[src/sv/rau_pkg.sv]
// Shared types and constants for the rational arithmetic unit.
package rau_pkg;

  localparam int OperandWidth = 16;
  localparam int ProdWidth    = 2 * OperandWidth;
  localparam int MagWidth     = ProdWidth + 1;
  localparam int ResNumWidth  = 33;
  localparam int ResDenWidth  = 32;
  localparam int CntWidth     = $clog2(MagWidth + 1);
  localparam int QueueDepth   = 2;

  typedef enum logic [1:0] {
    OP_ADD = 2'd0,
    OP_SUB = 2'd1,
    OP_MUL = 2'd2,
    OP_DIV = 2'd3
  } op_t;

  // One classified item handed from front to back.
  typedef struct packed {
    logic                num_neg;
    logic [MagWidth-1:0] num_mag;
    logic [MagWidth-1:0] den_mag;
  } job_t;

endpackage

[src/sv/rau_front.sv]
// Front end: takes an item, forms the cross products and sums as sign/magnitude.
module rau_front import rau_pkg::*; (
  input  logic                    clk,
  input  logic                    rst,
  input  logic                    in_valid,
  output logic                    in_ready,
  input  logic [1:0]              opcode,
  input  logic [OperandWidth-1:0] a_num,
  input  logic [OperandWidth-1:0] a_den,
  input  logic [OperandWidth-1:0] b_num,
  input  logic [OperandWidth-1:0] b_den,
  output logic                    job_valid,
  input  logic                    job_ready,
  output job_t                    job
);

  typedef enum logic [2:0] {
    S_IDLE = 3'b001,
    S_MUL  = 3'b010,
    S_SUM  = 3'b100
  } fstate_t;

  fstate_t state;
  op_t     op;
  logic [OperandWidth-1:0] an, ad, bn, bd;
  logic an_n, ad_n, bn_n, bd_n;
  logic [ProdWidth-1:0] p0, p1, pd;
  logic p0_n, p1_n, pd_n;

  // Magnitude of a two's complement operand.
  function automatic logic [OperandWidth-1:0] mag(input logic [OperandWidth-1:0] v);
    return v[OperandWidth-1] ? (~v + 1'b1) : v;
  endfunction

  logic [OperandWidth-1:0] x0, y0, x1, y1, xd, yd;
  logic x0n, y0n, x1n, y1n, xdn, ydn;
  always_comb begin
    x0 = an; x0n = an_n; x1 = bn; x1n = bn_n; xd = ad; xdn = ad_n;
    y0 = bd; y0n = bd_n; y1 = ad; y1n = ad_n; yd = bd; ydn = bd_n;
    case (op)
      OP_MUL: begin
        y0 = bn; y0n = bn_n;
      end
      OP_DIV: begin
        yd = bn; ydn = bn_n;
      end
      default: ;
    endcase
  end

  // Signed sum or difference of the two numerator products; p0 alone for multiply and divide.
  logic s1n;
  logic [MagWidth-1:0] sm;
  logic sn;
  always_comb begin
    s1n = (op == OP_SUB) ? ~p1_n : p1_n;
    if (op == OP_MUL || op == OP_DIV) begin
      sm = {1'b0, p0};
      sn = p0_n;
    end else if (p0_n == s1n) begin
      sm = {1'b0, p0} + {1'b0, p1};
      sn = p0_n;
    end else if (p0 >= p1) begin
      sm = {1'b0, p0 - p1};
      sn = p0_n;
    end else begin
      sm = {1'b0, p1 - p0};
      sn = s1n;
    end
    if (sm == '0) sn = 1'b0;
  end

  assign in_ready = (state == S_IDLE);

  always_ff @(posedge clk) begin
    if (rst) begin
      state     <= S_IDLE;
      job_valid <= 1'b0;
    end else begin
      case (state)
        S_IDLE: begin
          if (in_valid) begin
            op <= op_t'(opcode);
            an <= mag(a_num); an_n <= a_num[OperandWidth-1];
            ad <= mag(a_den); ad_n <= a_den[OperandWidth-1];
            bn <= mag(b_num); bn_n <= b_num[OperandWidth-1];
            bd <= mag(b_den); bd_n <= b_den[OperandWidth-1];
            state <= S_MUL;
          end
        end
        S_MUL: begin
          p0 <= ProdWidth'(x0) * ProdWidth'(y0); p0_n <= x0n ^ y0n;
          p1 <= ProdWidth'(x1) * ProdWidth'(y1); p1_n <= x1n ^ y1n;
          pd <= ProdWidth'(xd) * ProdWidth'(yd); pd_n <= xdn ^ ydn;
          state <= S_SUM;
        end
        S_SUM: begin
          if (!job_valid || job_ready) begin
            job_valid   <= 1'b1;
            job.num_mag <= sm;
            // A zero denominator carries no sign.
            job.num_neg <= sn ^ (pd_n && (pd != '0));
            job.den_mag <= {1'b0, pd};
            state       <= S_IDLE;
          end
        end
        default: state <= S_IDLE;
      endcase
      if (job_valid && job_ready && state != S_SUM) job_valid <= 1'b0;
    end
  end

endmodule

[src/sv/rau_queue.sv]
// Short item queue between the front and back ends.
module rau_queue import rau_pkg::*; (
  input  logic clk,
  input  logic rst,
  input  logic wr_valid,
  output logic wr_ready,
  input  job_t wr_data,
  output logic rd_valid,
  input  logic rd_ready,
  output job_t rd_data
);

  localparam int PtrW = $clog2(QueueDepth);
  job_t slots [QueueDepth];
  logic [PtrW-1:0] wp, rp;
  logic [PtrW:0]   count;
  logic wr, rd;

  assign wr_ready = (count != (PtrW+1)'(QueueDepth));
  assign rd_valid = (count != '0);
  assign rd_data  = slots[rp];
  assign wr = wr_valid && wr_ready;
  assign rd = rd_valid && rd_ready;

  // Pointers and fill count.
  always_ff @(posedge clk) begin
    if (rst) begin
      wp <= '0; rp <= '0; count <= '0;
    end else begin
      if (wr) wp <= wp + 1'b1;
      if (rd) rp <= rp + 1'b1;
      count <= count + (PtrW+1)'(wr) - (PtrW+1)'(rd);
    end
  end

  always_ff @(posedge clk) begin
    if (wr) slots[wp] <= wr_data;
  end

endmodule

[src/sv/rau_back.sv]
// Back end: Euclid gcd by shared restoring divider, then two reducing divisions.
module rau_back import rau_pkg::*; (
  input  logic                   clk,
  input  logic                   rst,
  input  logic                   job_valid,
  output logic                   job_ready,
  input  job_t                   job,
  output logic                   res_valid,
  input  logic                   res_ready,
  output logic [ResNumWidth-1:0] res_num,
  output logic [ResDenWidth-1:0] res_den,
  output logic                   res_zero
);

  typedef enum logic [4:0] {
    B_IDLE = 5'b00001,
    B_GCD  = 5'b00010,
    B_DNUM = 5'b00100,
    B_DDEN = 5'b01000,
    B_DONE = 5'b10000
  } bstate_t;

  bstate_t state;
  logic                num_neg;
  logic [MagWidth-1:0] num, den, q, g, qn;
  // Divider: one quotient bit per cycle.
  logic [MagWidth-1:0] dvd, dvs, rem, quo;
  logic [CntWidth-1:0] cnt;
  logic                dbusy;
  logic [MagWidth:0]   trial;
  logic [MagWidth-1:0] rem_sh;

  assign rem_sh = {rem[MagWidth-2:0], dvd[MagWidth-1]};
  assign trial  = {1'b0, rem_sh} - {1'b0, dvs};
  assign job_ready = (state == B_IDLE);
  assign res_valid = (state == B_DONE);

  logic [ResNumWidth-1:0] rn;
  logic [ResDenWidth-1:0] rd;
  logic                   zd;

  always_ff @(posedge clk) begin
    if (rst) begin
      state     <= B_IDLE;
      dbusy     <= 1'b0;
    end else begin
      if (dbusy) begin
        rem <= trial[MagWidth] ? rem_sh : trial[MagWidth-1:0];
        quo <= {quo[MagWidth-2:0], ~trial[MagWidth]};
        dvd <= {dvd[MagWidth-2:0], 1'b0};
        cnt <= cnt - 1'b1;
        if (cnt == CntWidth'(1)) dbusy <= 1'b0;
      end
      case (state)
        B_IDLE: begin
          if (job_valid) begin
            num_neg <= job.num_neg;
            num     <= job.num_mag;
            den     <= job.den_mag;
            if (job.den_mag == '0) begin
              rn <= job.num_neg ? ResNumWidth'(~job.num_mag + 1'b1)
                                : ResNumWidth'(job.num_mag);
              rd <= '0; zd <= 1'b1;
              state <= B_DONE;
            end else if (job.num_mag == '0) begin
              rn <= '0; rd <= ResDenWidth'(1); zd <= 1'b0;
              state <= B_DONE;
            end else begin
              q <= job.den_mag;
              dvd <= job.num_mag; dvs <= job.den_mag;
              rem <= '0; cnt <= CntWidth'(MagWidth); dbusy <= 1'b1;
              state <= B_GCD;
            end
          end
        end
        B_GCD: begin
          // Each finished division gives p mod q; step until remainder is zero.
          if (!dbusy) begin
            if (rem == '0) begin
              g <= q;
              dvd <= num; dvs <= q; rem <= '0;
              cnt <= CntWidth'(MagWidth); dbusy <= 1'b1;
              state <= B_DNUM;
            end else begin
              q <= rem;
              dvd <= q; dvs <= rem; rem <= '0;
              cnt <= CntWidth'(MagWidth); dbusy <= 1'b1;
            end
          end
        end
        B_DNUM: begin
          if (!dbusy) begin
            qn <= quo;
            dvd <= den; dvs <= g; rem <= '0;
            cnt <= CntWidth'(MagWidth); dbusy <= 1'b1;
            state <= B_DDEN;
          end
        end
        B_DDEN: begin
          if (!dbusy) begin
            rn <= num_neg ? ResNumWidth'(~qn + 1'b1) : ResNumWidth'(qn);
            rd <= ResDenWidth'(quo);
            zd <= 1'b0;
            state <= B_DONE;
          end
        end
        B_DONE: begin
          if (res_ready) state <= B_IDLE;
        end
        default: state <= B_IDLE;
      endcase
    end
  end

  assign res_num  = rn;
  assign res_den  = rd;
  assign res_zero = zd;

endmodule

[src/sv/rau_out.sv]
// Output register stage holding one result item for the master side.
module rau_out import rau_pkg::*; (
  input  logic                   clk,
  input  logic                   rst,
  input  logic                   in_valid,
  output logic                   in_ready,
  input  logic [ResNumWidth-1:0] in_num,
  input  logic [ResDenWidth-1:0] in_den,
  input  logic                   in_zero,
  output logic                   out_valid,
  input  logic                   out_ready,
  output logic [ResNumWidth-1:0] res_num,
  output logic [ResDenWidth-1:0] res_den,
  output logic                   zero_den
);

  // The register takes a new item when empty or when its item leaves.
  assign in_ready = !out_valid || out_ready;

  always_ff @(posedge clk) begin
    if (rst) begin
      out_valid <= 1'b0;
    end else if (in_ready) begin
      out_valid <= in_valid;
    end
  end

  always_ff @(posedge clk) begin
    if (in_valid && in_ready) begin
      res_num  <= in_num;
      res_den  <= in_den;
      zero_den <= in_zero;
    end
  end

endmodule

[src/sv/rational_arith_unit.sv]
// Top level of the rational arithmetic unit.
// Each item takes two signed 16-bit fractions and an opcode and returns one
// result: the exact sum, difference, product or quotient reduced by the gcd,
// with the sign on the numerator and a positive denominator. A zero result
// numerator over a nonzero denominator gives 0/1. A zero result denominator
// skips reduction: the flag zero_denominator is set, the numerator is the
// unreduced signed value and the denominator is zero. The front end takes an
// item, multiplies and combines (S_IDLE, S_MUL, S_SUM) and passes it through a
// two-entry queue, so it can take the next item while the back end works. The
// back end works on one item at a time: it takes the item, runs each Euclid
// step and each of the two reducing divisions on one shared restoring divider,
// then hands the result to the output register. An item with a zero numerator
// or denominator skips the divider and goes straight to the handoff. The
// output register holds one result, so the back end can take its next item
// while a result waits.
module rational_arith_unit import rau_pkg::*; (
  input  logic         clk,
  input  logic         rst,
  input  logic         s_tvalid,
  output logic         s_tready,
  // opcode[1:0], a_numerator[17:2], a_denominator[33:18],
  // b_numerator[49:34], b_denominator[65:50], zeros to 71
  input  logic [71:0]  s_tdata,
  output logic         m_tvalid,
  input  logic         m_tready,
  // res_numerator[32:0], res_denominator[64:33], zero_denominator[65], zeros
  output logic [71:0]  m_tdata
);

  logic jf_valid, jf_ready, jb_valid, jb_ready;
  job_t jf, jb;

  rau_front u_front (
    .clk, .rst,
    .in_valid (s_tvalid), .in_ready (s_tready),
    .opcode (s_tdata[1:0]),
    .a_num (s_tdata[17:2]), .a_den (s_tdata[33:18]),
    .b_num (s_tdata[49:34]), .b_den (s_tdata[65:50]),
    .job_valid (jf_valid), .job_ready (jf_ready), .job (jf)
  );

  rau_queue u_queue (
    .clk, .rst,
    .wr_valid (jf_valid), .wr_ready (jf_ready), .wr_data (jf),
    .rd_valid (jb_valid), .rd_ready (jb_ready), .rd_data (jb)
  );

  // Back end: reduced numerator, denominator and flag.
  logic                   r_valid, r_ready, r_zero;
  logic [ResNumWidth-1:0] r_num;
  logic [ResDenWidth-1:0] r_den;
  rau_back u_back (
    .clk, .rst,
    .job_valid (jb_valid), .job_ready (jb_ready), .job (jb),
    .res_valid (r_valid), .res_ready (r_ready),
    .res_num (r_num), .res_den (r_den), .res_zero (r_zero)
  );

  // Output register on the master side.
  rau_out u_out (
    .clk, .rst,
    .in_valid (r_valid), .in_ready (r_ready),
    .in_num (r_num), .in_den (r_den), .in_zero (r_zero),
    .out_valid (m_tvalid), .out_ready (m_tready),
    .res_num (m_tdata[32:0]), .res_den (m_tdata[64:33]), .zero_den (m_tdata[65])
  );

  assign m_tdata[71:66] = '0;

  // A result is never offered with both zero flag and nonzero denominator.
  a_zd: assert property (@(posedge clk) disable iff (rst)
    m_tvalid && m_tdata[65] |-> m_tdata[64:33] == '0) else $error("zd den");
  // A reduced result always has a nonzero denominator.
  a_den: assert property (@(posedge clk) disable iff (rst)
    m_tvalid && !m_tdata[65] |-> m_tdata[64:33] != '0) else $error("den zero");
  // A stalled result holds.
  a_hold: assert property (@(posedge clk) disable iff (rst)
    m_tvalid && !m_tready |=> m_tvalid && $stable(m_tdata)) else $error("hold");

endmodule

[config.mk]
export PLATFORM = sky130hd
export DESIGN_NAME = rational_arith_unit
export DESIGN_NICKNAME = d
export VERILOG_FILES = /design/src/sv/rau_pkg.sv /design/src/sv/rau_front.sv /design/src/sv/rau_queue.sv /design/src/sv/rau_back.sv /design/src/sv/rau_out.sv /design/src/sv/rational_arith_unit.sv
export SDC_FILE = /design/constraint.sdc
export NUM_CORES = 2
export LEC_CHECK = 0
export ABC_AREA = 1
export BUFFER_PORTS_ARGS = -buffer_cell sky130_fd_sc_hd__buf_4
export CORE_MARGIN = 5
export CORE_UTILIZATION = 45
export CTS_CLUSTER_DIAMETER = 80
export CTS_CLUSTER_SIZE = 8
export DETAILED_ROUTE_END_ITERATION = 10
export GPL_TIMING_DRIVEN = 0
export PLACE_DENSITY = 0.61
export SYNTH_ARGS = -nofsm -noshare
export SYNTH_HDL_FRONTEND = slang
export SYNTH_SLANG_ARGS = --single-unit
[constraint.sdc]
create_clock -name clk -period 9.52 [get_ports clk]
set_clock_uncertainty 0.15 [all_clocks]
set_input_delay 0 -clock clk [delete_from_list [all_inputs] [get_ports clk]]
set_output_delay 0 -clock clk [all_outputs]
set_load 0.005 [all_outputs]
**Word level (Yosys, flattened, before mapping)**

Memory sizes are Yosys's and may differ from the RTL's. A register that Yosys moved wholly into a read port is not among the register bits.
Cells that the tools add are included.

- Bits in registers: 686
- Bits in writable memories: 132
- Output and inout port bits: 74
- Logic and storage cells: 226
- Memories kept: 1

- $add $sub $neg: 15
- Multipliers: 3
- $lt $le $gt $ge: 1
- Equality and inequality tests: 26
- Mux-type cells: 85
- Bitwise logic cells: 14
- Reduce and logical (&&, ||, !) cells: 34

Memories:

| memory | words | width | rd ports | clocked after Yosys merged registers in | write ports | RTL line | RTL |
|---|---|---|---|---|---|---|---|
| u_queue.slots | 2 | 66 | 1 | 1 | 1 | rau_queue.sv:14 | `job_t slots [QueueDepth];` |

Operator list:

| cell | count |
|---|---|
| $mux 33 | 27 |
| $pmux 33 s2 | 3 |
| $pmux 33 s3 | 2 |
| $mux 32 | 5 |
| $logic_not 33->1 | 4 |
| $mul 16x16->32 | 3 |
| $add 33x1->33 const B | 2 |
| $not 33->33 | 2 |
| $add 16x1->16 const B | 4 |
| $not 16->16 | 4 |
| $pmux 32 s2 | 1 |
| $sub 32x32->32 | 2 |
| $mux 15 | 4 |
| $mux 5 | 8 |
| $sub 33x33->34 | 1 |
| $add 32x32->33 | 1 |
| $ge 32x32->1 | 1 |
| $mux 16 | 2 |
| $reduce_bool 32->1 | 1 |
| $mux 6 | 5 |
| $pmux 5 s5 | 1 |
| $mux 1 | 21 |
| $ne 2x2->1 const B | 8 |
| $pmux 6 s2 | 1 |
| 36 further kinds | 65 |

**Depth between registers and ports, before layout**

- Depth in word-level cells: 8
- Gate-level depth with buffers: 32
- Gate-level depth less buffers: 29

**By module**

A second synthesis with hierarchy kept.

- Cells, all modules: 8,400
- Area total of the unflattened synthesis: 71,220.8 µm²

By module, submodules not included:

| module | instances | cells an instance | area each (µm²) | sequential area each (µm²) |
|---|---|---|---|---|
| rau_front | 1 | 5,405 | 41,950.2 | 7,136.8 |
| rau_back | 1 | 2,670 | 21,997.3 | 11,230.8 |
| rau_queue | 1 | 246 | 5,195.0 | 4,124.0 |
| rau_out | 1 | 72 | 2,029.4 | 2,001.9 |
| rational_arith_unit | 1 | 7 | 48.8 | 0.0 |

**Worst setup path before layout**

OpenSTA, ideal clock, no wires.

- Path kind: register to register
- From: reg u_front.op[1]
- To: reg u_front.p0[28] (data pin)
- Library setup time: 262 ps
- Arrival time: 6,442 ps
- Required time: 9,108 ps
- Setup slack: 2,666 ps
- Stages on the path, launching flop included: 28
- Buffers on the path: 3
- Clock period less this slack: 6,854 ps
- Path through: edfxtp_1 -> buf_2 -> inv_1 -> nor2_1 -> inv_1 -> clkbuf_1 -> o21ai_0 -> inv_1 -> clkbuf_1 -> nand2_1 -> fa_1 -> fa_1 -> fa_1 -> fa_1 -> inv_1 -> fa_1 -> inv_1 -> fa_1 -> inv_1 -> ha_1 -> a21oi_1 -> a21boi_0 -> o21ai_0 -> a21oi_1 -> o21bai_1 -> a21oi_1 -> o21bai_1 -> xor2_1

- Cells in the longest elaborated chain, start to end: 3

RTL lines:

| item | RTL line | RTL |
|---|---|---|
| from (decl) | rau_front.sv:24 | `op_t op;` |
| from (signal assigned) | rau_front.sv:83 | `op <= op_t'(opcode);` |
| $eq 2x2->1 | rau_front.sv:40 | `case (op)` |
| $mux 16 | rau_front.sv:40 |  |
| $mul 16x16->32 | rau_front.sv:92 | `p0 <= ProdWidth'(x0) * ProdWidth'(y0); p0_n <= x0n ^ y0n;` |
| to (signal assigned) | rau_front.sv:92 |  |
| to (decl) | rau_front.sv:27 | `logic [ProdWidth-1:0] p0, p1, pd;` |

No other way between the ends.
A chain may end at the register's enable or synchronous reset.

**Worst setup path in the final report**

Ends and elaborated chain as after synthesis.

==> flow_summary.ini <==
[worst_setup_path]
rrSetupSlack_ps = 800
endpoint_kind = flip-flop
startpoint = u_front.op[1]
start_kind = flip-flop
required_ps = 9780
path_common_cell = inv_1
critPathKind = reg2reg
cp_slowest_cell = o21ai_0
critPathMaxStageDelay_ps = 950
reg2reg_from = u_front.op[1]
critPathArrivalTime_ps = 8980
path_max_fanout = 10

[final_layout]
syn2layout_area_growth_pct = 13.5
drive_gt1_frac = 0.0512
nets = 9344
final_cell_area_um2 = 77300

[clocking]
clock_latency_ps = 750
htree_levels = 3
root_buffer = clkbuf_16
clkTransAtPathRegs_ps = 50
clock-sinks = 818
cts_tree = built
cts_inserted_buffers = 115
cts_buffer_depth = 3

[status]
status = complete, but fails checks
violations = design-rule violations

[logic_synthesis]
synthCells = 7765
synth_cell_types = 61
synth_edf_count = 802
ys.flop_type = edfxtp_1
syn_avg_cell_area_um2 = 8.77
ys_seq_elements = 818
synthArstFlopShare = 0
ys_seq_area_frac = 0.358
yosysWarnings = 0
syn-cell-area_um2 = 68100

[die]
die_h_um = 399
coreArea_um2 = 150000
rows = 142
ios = 150
die_area_um2 = 159000
start_util = 0.454
die_w_um = 399

[place]
dp_hpwl_um = 169000
dpl_cell_area_um2 = 72300
place.gp.congestion = 0.963
portBuffers = 136

[power]
power_frac_clock = 0.132
seq_power_share = 0.209
switching_share = 0.487
powerDensity_nw_per_um2 = 365
power.leakage_uw = 0.0359
p_switching_uw = 13700
intPower_uw = 14500
pwr-share-comb = 0.660
ir_drop_mv = 0.353
power_uw = 28200

[routing]
routedWlPerCell_um = 20.7
vias_per_cell = 5.28
ant_nets = 0
route.vias.total = 54400
drt-initial-drc-count = 4498
drc = 2
drt_wl_total_um = 213000
dr.pass1.iters = 9

[timing]
fin_tns_setup_ps = 0
tightest_slew_ps = 1460
min_period_ps = 8720
hold_viol_final = 0
drv_slew = 0
fmax_mhz = 115
rsz0062_at_grt = false
finalSetupViolCount = 0
fin_crit_sh = 0.916
slew_headroom = 0.0178

[grt]
grt_remaining_overflow = 0
grt_max_degree = 64
globalRouteMet2Util = 0.446
grtUsageMet1 = 0.360
use_met3 = 0.0406
grt_pass1_vias = 55400
track_usage = 0.268
gr-max-usage-layer = met2
grt_pass1_wl_um = 327000
antenna_found_initial = 1

[hold_path]
min_from = s_tdata[45]
hp-class = in2reg

[flow_run]
max_cap_violations = 0
## cell usage in the layout, fill, tap and decap left out, types with 39 or more instances in the layout
master,instances
a21oi_1,303
a22oi_1,88
buf_2,40
buf_4,154
clkbuf_1,241
clkbuf_16,115
dlygate4sd3_1,175
edfxtp_1,802
fa_1,586
ha_1,452
inv_1,1559
nand2_1,1680
nand3_1,271
nand4_1,52
nor2_1,665
nor3_1,50
nor4_1,39
o21ai_0,317
o21ai_1,62
xnor2_1,75
xor2_1,147
## metal layers
layer,wire (um),part of all wire
met3,14700,0.069
met1,90400,0.42
met2,99400,0.47
met4,8380,0.039
met5,0,0
## synth_stat cells, drive strengths merged, types with 6 or more instances
cell type,number,area [um2]
nor3,55,295
a22oi,88,661
o2111ai,8,70.1
a31oi,23,144
fa,586,11700
dfxtp,16,320
mux2i,6,60.1
o21a,18,135
inv,1566,5880
clkbuf,202,758
a21o,12,90.1
o21bai,27,203
ha,452,5660
o21ai,383,1930
nor2,680,2570
a211oi,6,45.0
nor3b,11,87.6
nand3b,6,45.0
edfxtp,802,24100
a21oi,305,1540
o22ai,26,163
a21boi,17,128
o211ai,25,188
nand2,1687,6350
nand3,271,1360
buf,68,377
xor2,147,1290
o31ai,8,60.1
nand4,54,350
or2,57,357
clkinv,12,45.0
xnor2,75,657
nor4,40,250
## worst paths after layout
| path | endpoint | cells past startpoint |
|---|---|---|
| min reg2reg | u_out.res_den[18] | 0 |
| max | u_front.p0[28] | 30 |
| max reg2reg | u_front.p0[28] | 30 |
| min | u_front.bn[11] | 3 |
## worst max-delay path, delay by kind of cell (launching register included)
family,cells,cell delay [ps]
adders and majority gates,7,2720
AOI/OAI and AO/OA,8,2670
buffers and inverters,12,2010
and+or+nand+nor,2,420
DFF,1,330
xor gates and xnor gates,1,150
## registers in the layout (all words and copies together) (netlist names), 32 cells and up, named ones only
name	flops
u_queue.slots	132
u_front.job	66
u_back.dvd	33
u_back.dvs	33
u_back.g	33
u_back.num	33
u_back.q	33
u_back.qn	33
u_back.quo	33
u_back.rem	33
u_back.res_num	33
u_out.res_num	33
u_back.den	32
u_back.res_den	32
u_front.p0	32
u_front.p1	32
u_front.pd	32
u_out.res_den	32
## power by group through the flow
stage / Sequential [uW] / Clock [uW] / Combinational [uW]
floorplan: 5790 / 0 / 13100
global placement: 5980 / 0 / 18100
detailed placement: 5940 / 0 / 18400
CTS: 5880 / 3790 / 18600
global route: 5930 / 3950 / 21100
finish: 5890 / 3720 / 18600
## metrics by stage
stage	setup slack (ps)	hold slack, ps	util	instances
floorplan	2670	-51.1	-	7770
detailed placement	898	38.8	0.481	9954
global placement	686	38.1	0.477	9922
global route	413	51.6	0.515	10300
CTS	873	15.1	0.515	10300
finish	803	63.8	0.515	10300
## logic make-up (layout without fill, tap and decap cells)
| kind of cell | count (synthesis) | in the layout | share of synthesized area |
|---|---|---|---|
| other | 1 | 7 | 0.0000551 |
| xor gates and xnor gates | 222 | 222 | 0.0286 |
| and+or+nand+nor | 2863 | 2863 | 0.171 |
| DFF | 818 | 818 | 0.358 |
| adders and majority gates | 1038 | 1038 | 0.255 |
| AOI/OAI and AO/OA | 969 | 969 | 0.0817 |
| buffers and inverters | 1848 | 2358 | 0.104 |
| muxes | 6 | 6 | 0.000882 |
## cell type report
class / count / area (um2)
fillers: 14000 / 72800
multi-input cells: 5104 / 36700
flip-flops and latches: 818 / 24400
inverters: 1578 / 5930
repair buffers: 343 / 3290
clock buffers: 154 / 3020
well taps: 2016 / 2520
plain buffers: 270 / 1130
clock inverters: 13 / 250
diodes: 1 / 2.50
## repair_timing
action                                  CTS  global route
hold endpoints to repair                156             0
hold buffers                            175             0
setup buffers                             0             0
resized for setup                         0             0
endpoints found under the setup margin    0             0
Note: power is estimated with default switching activity, not from simulation.
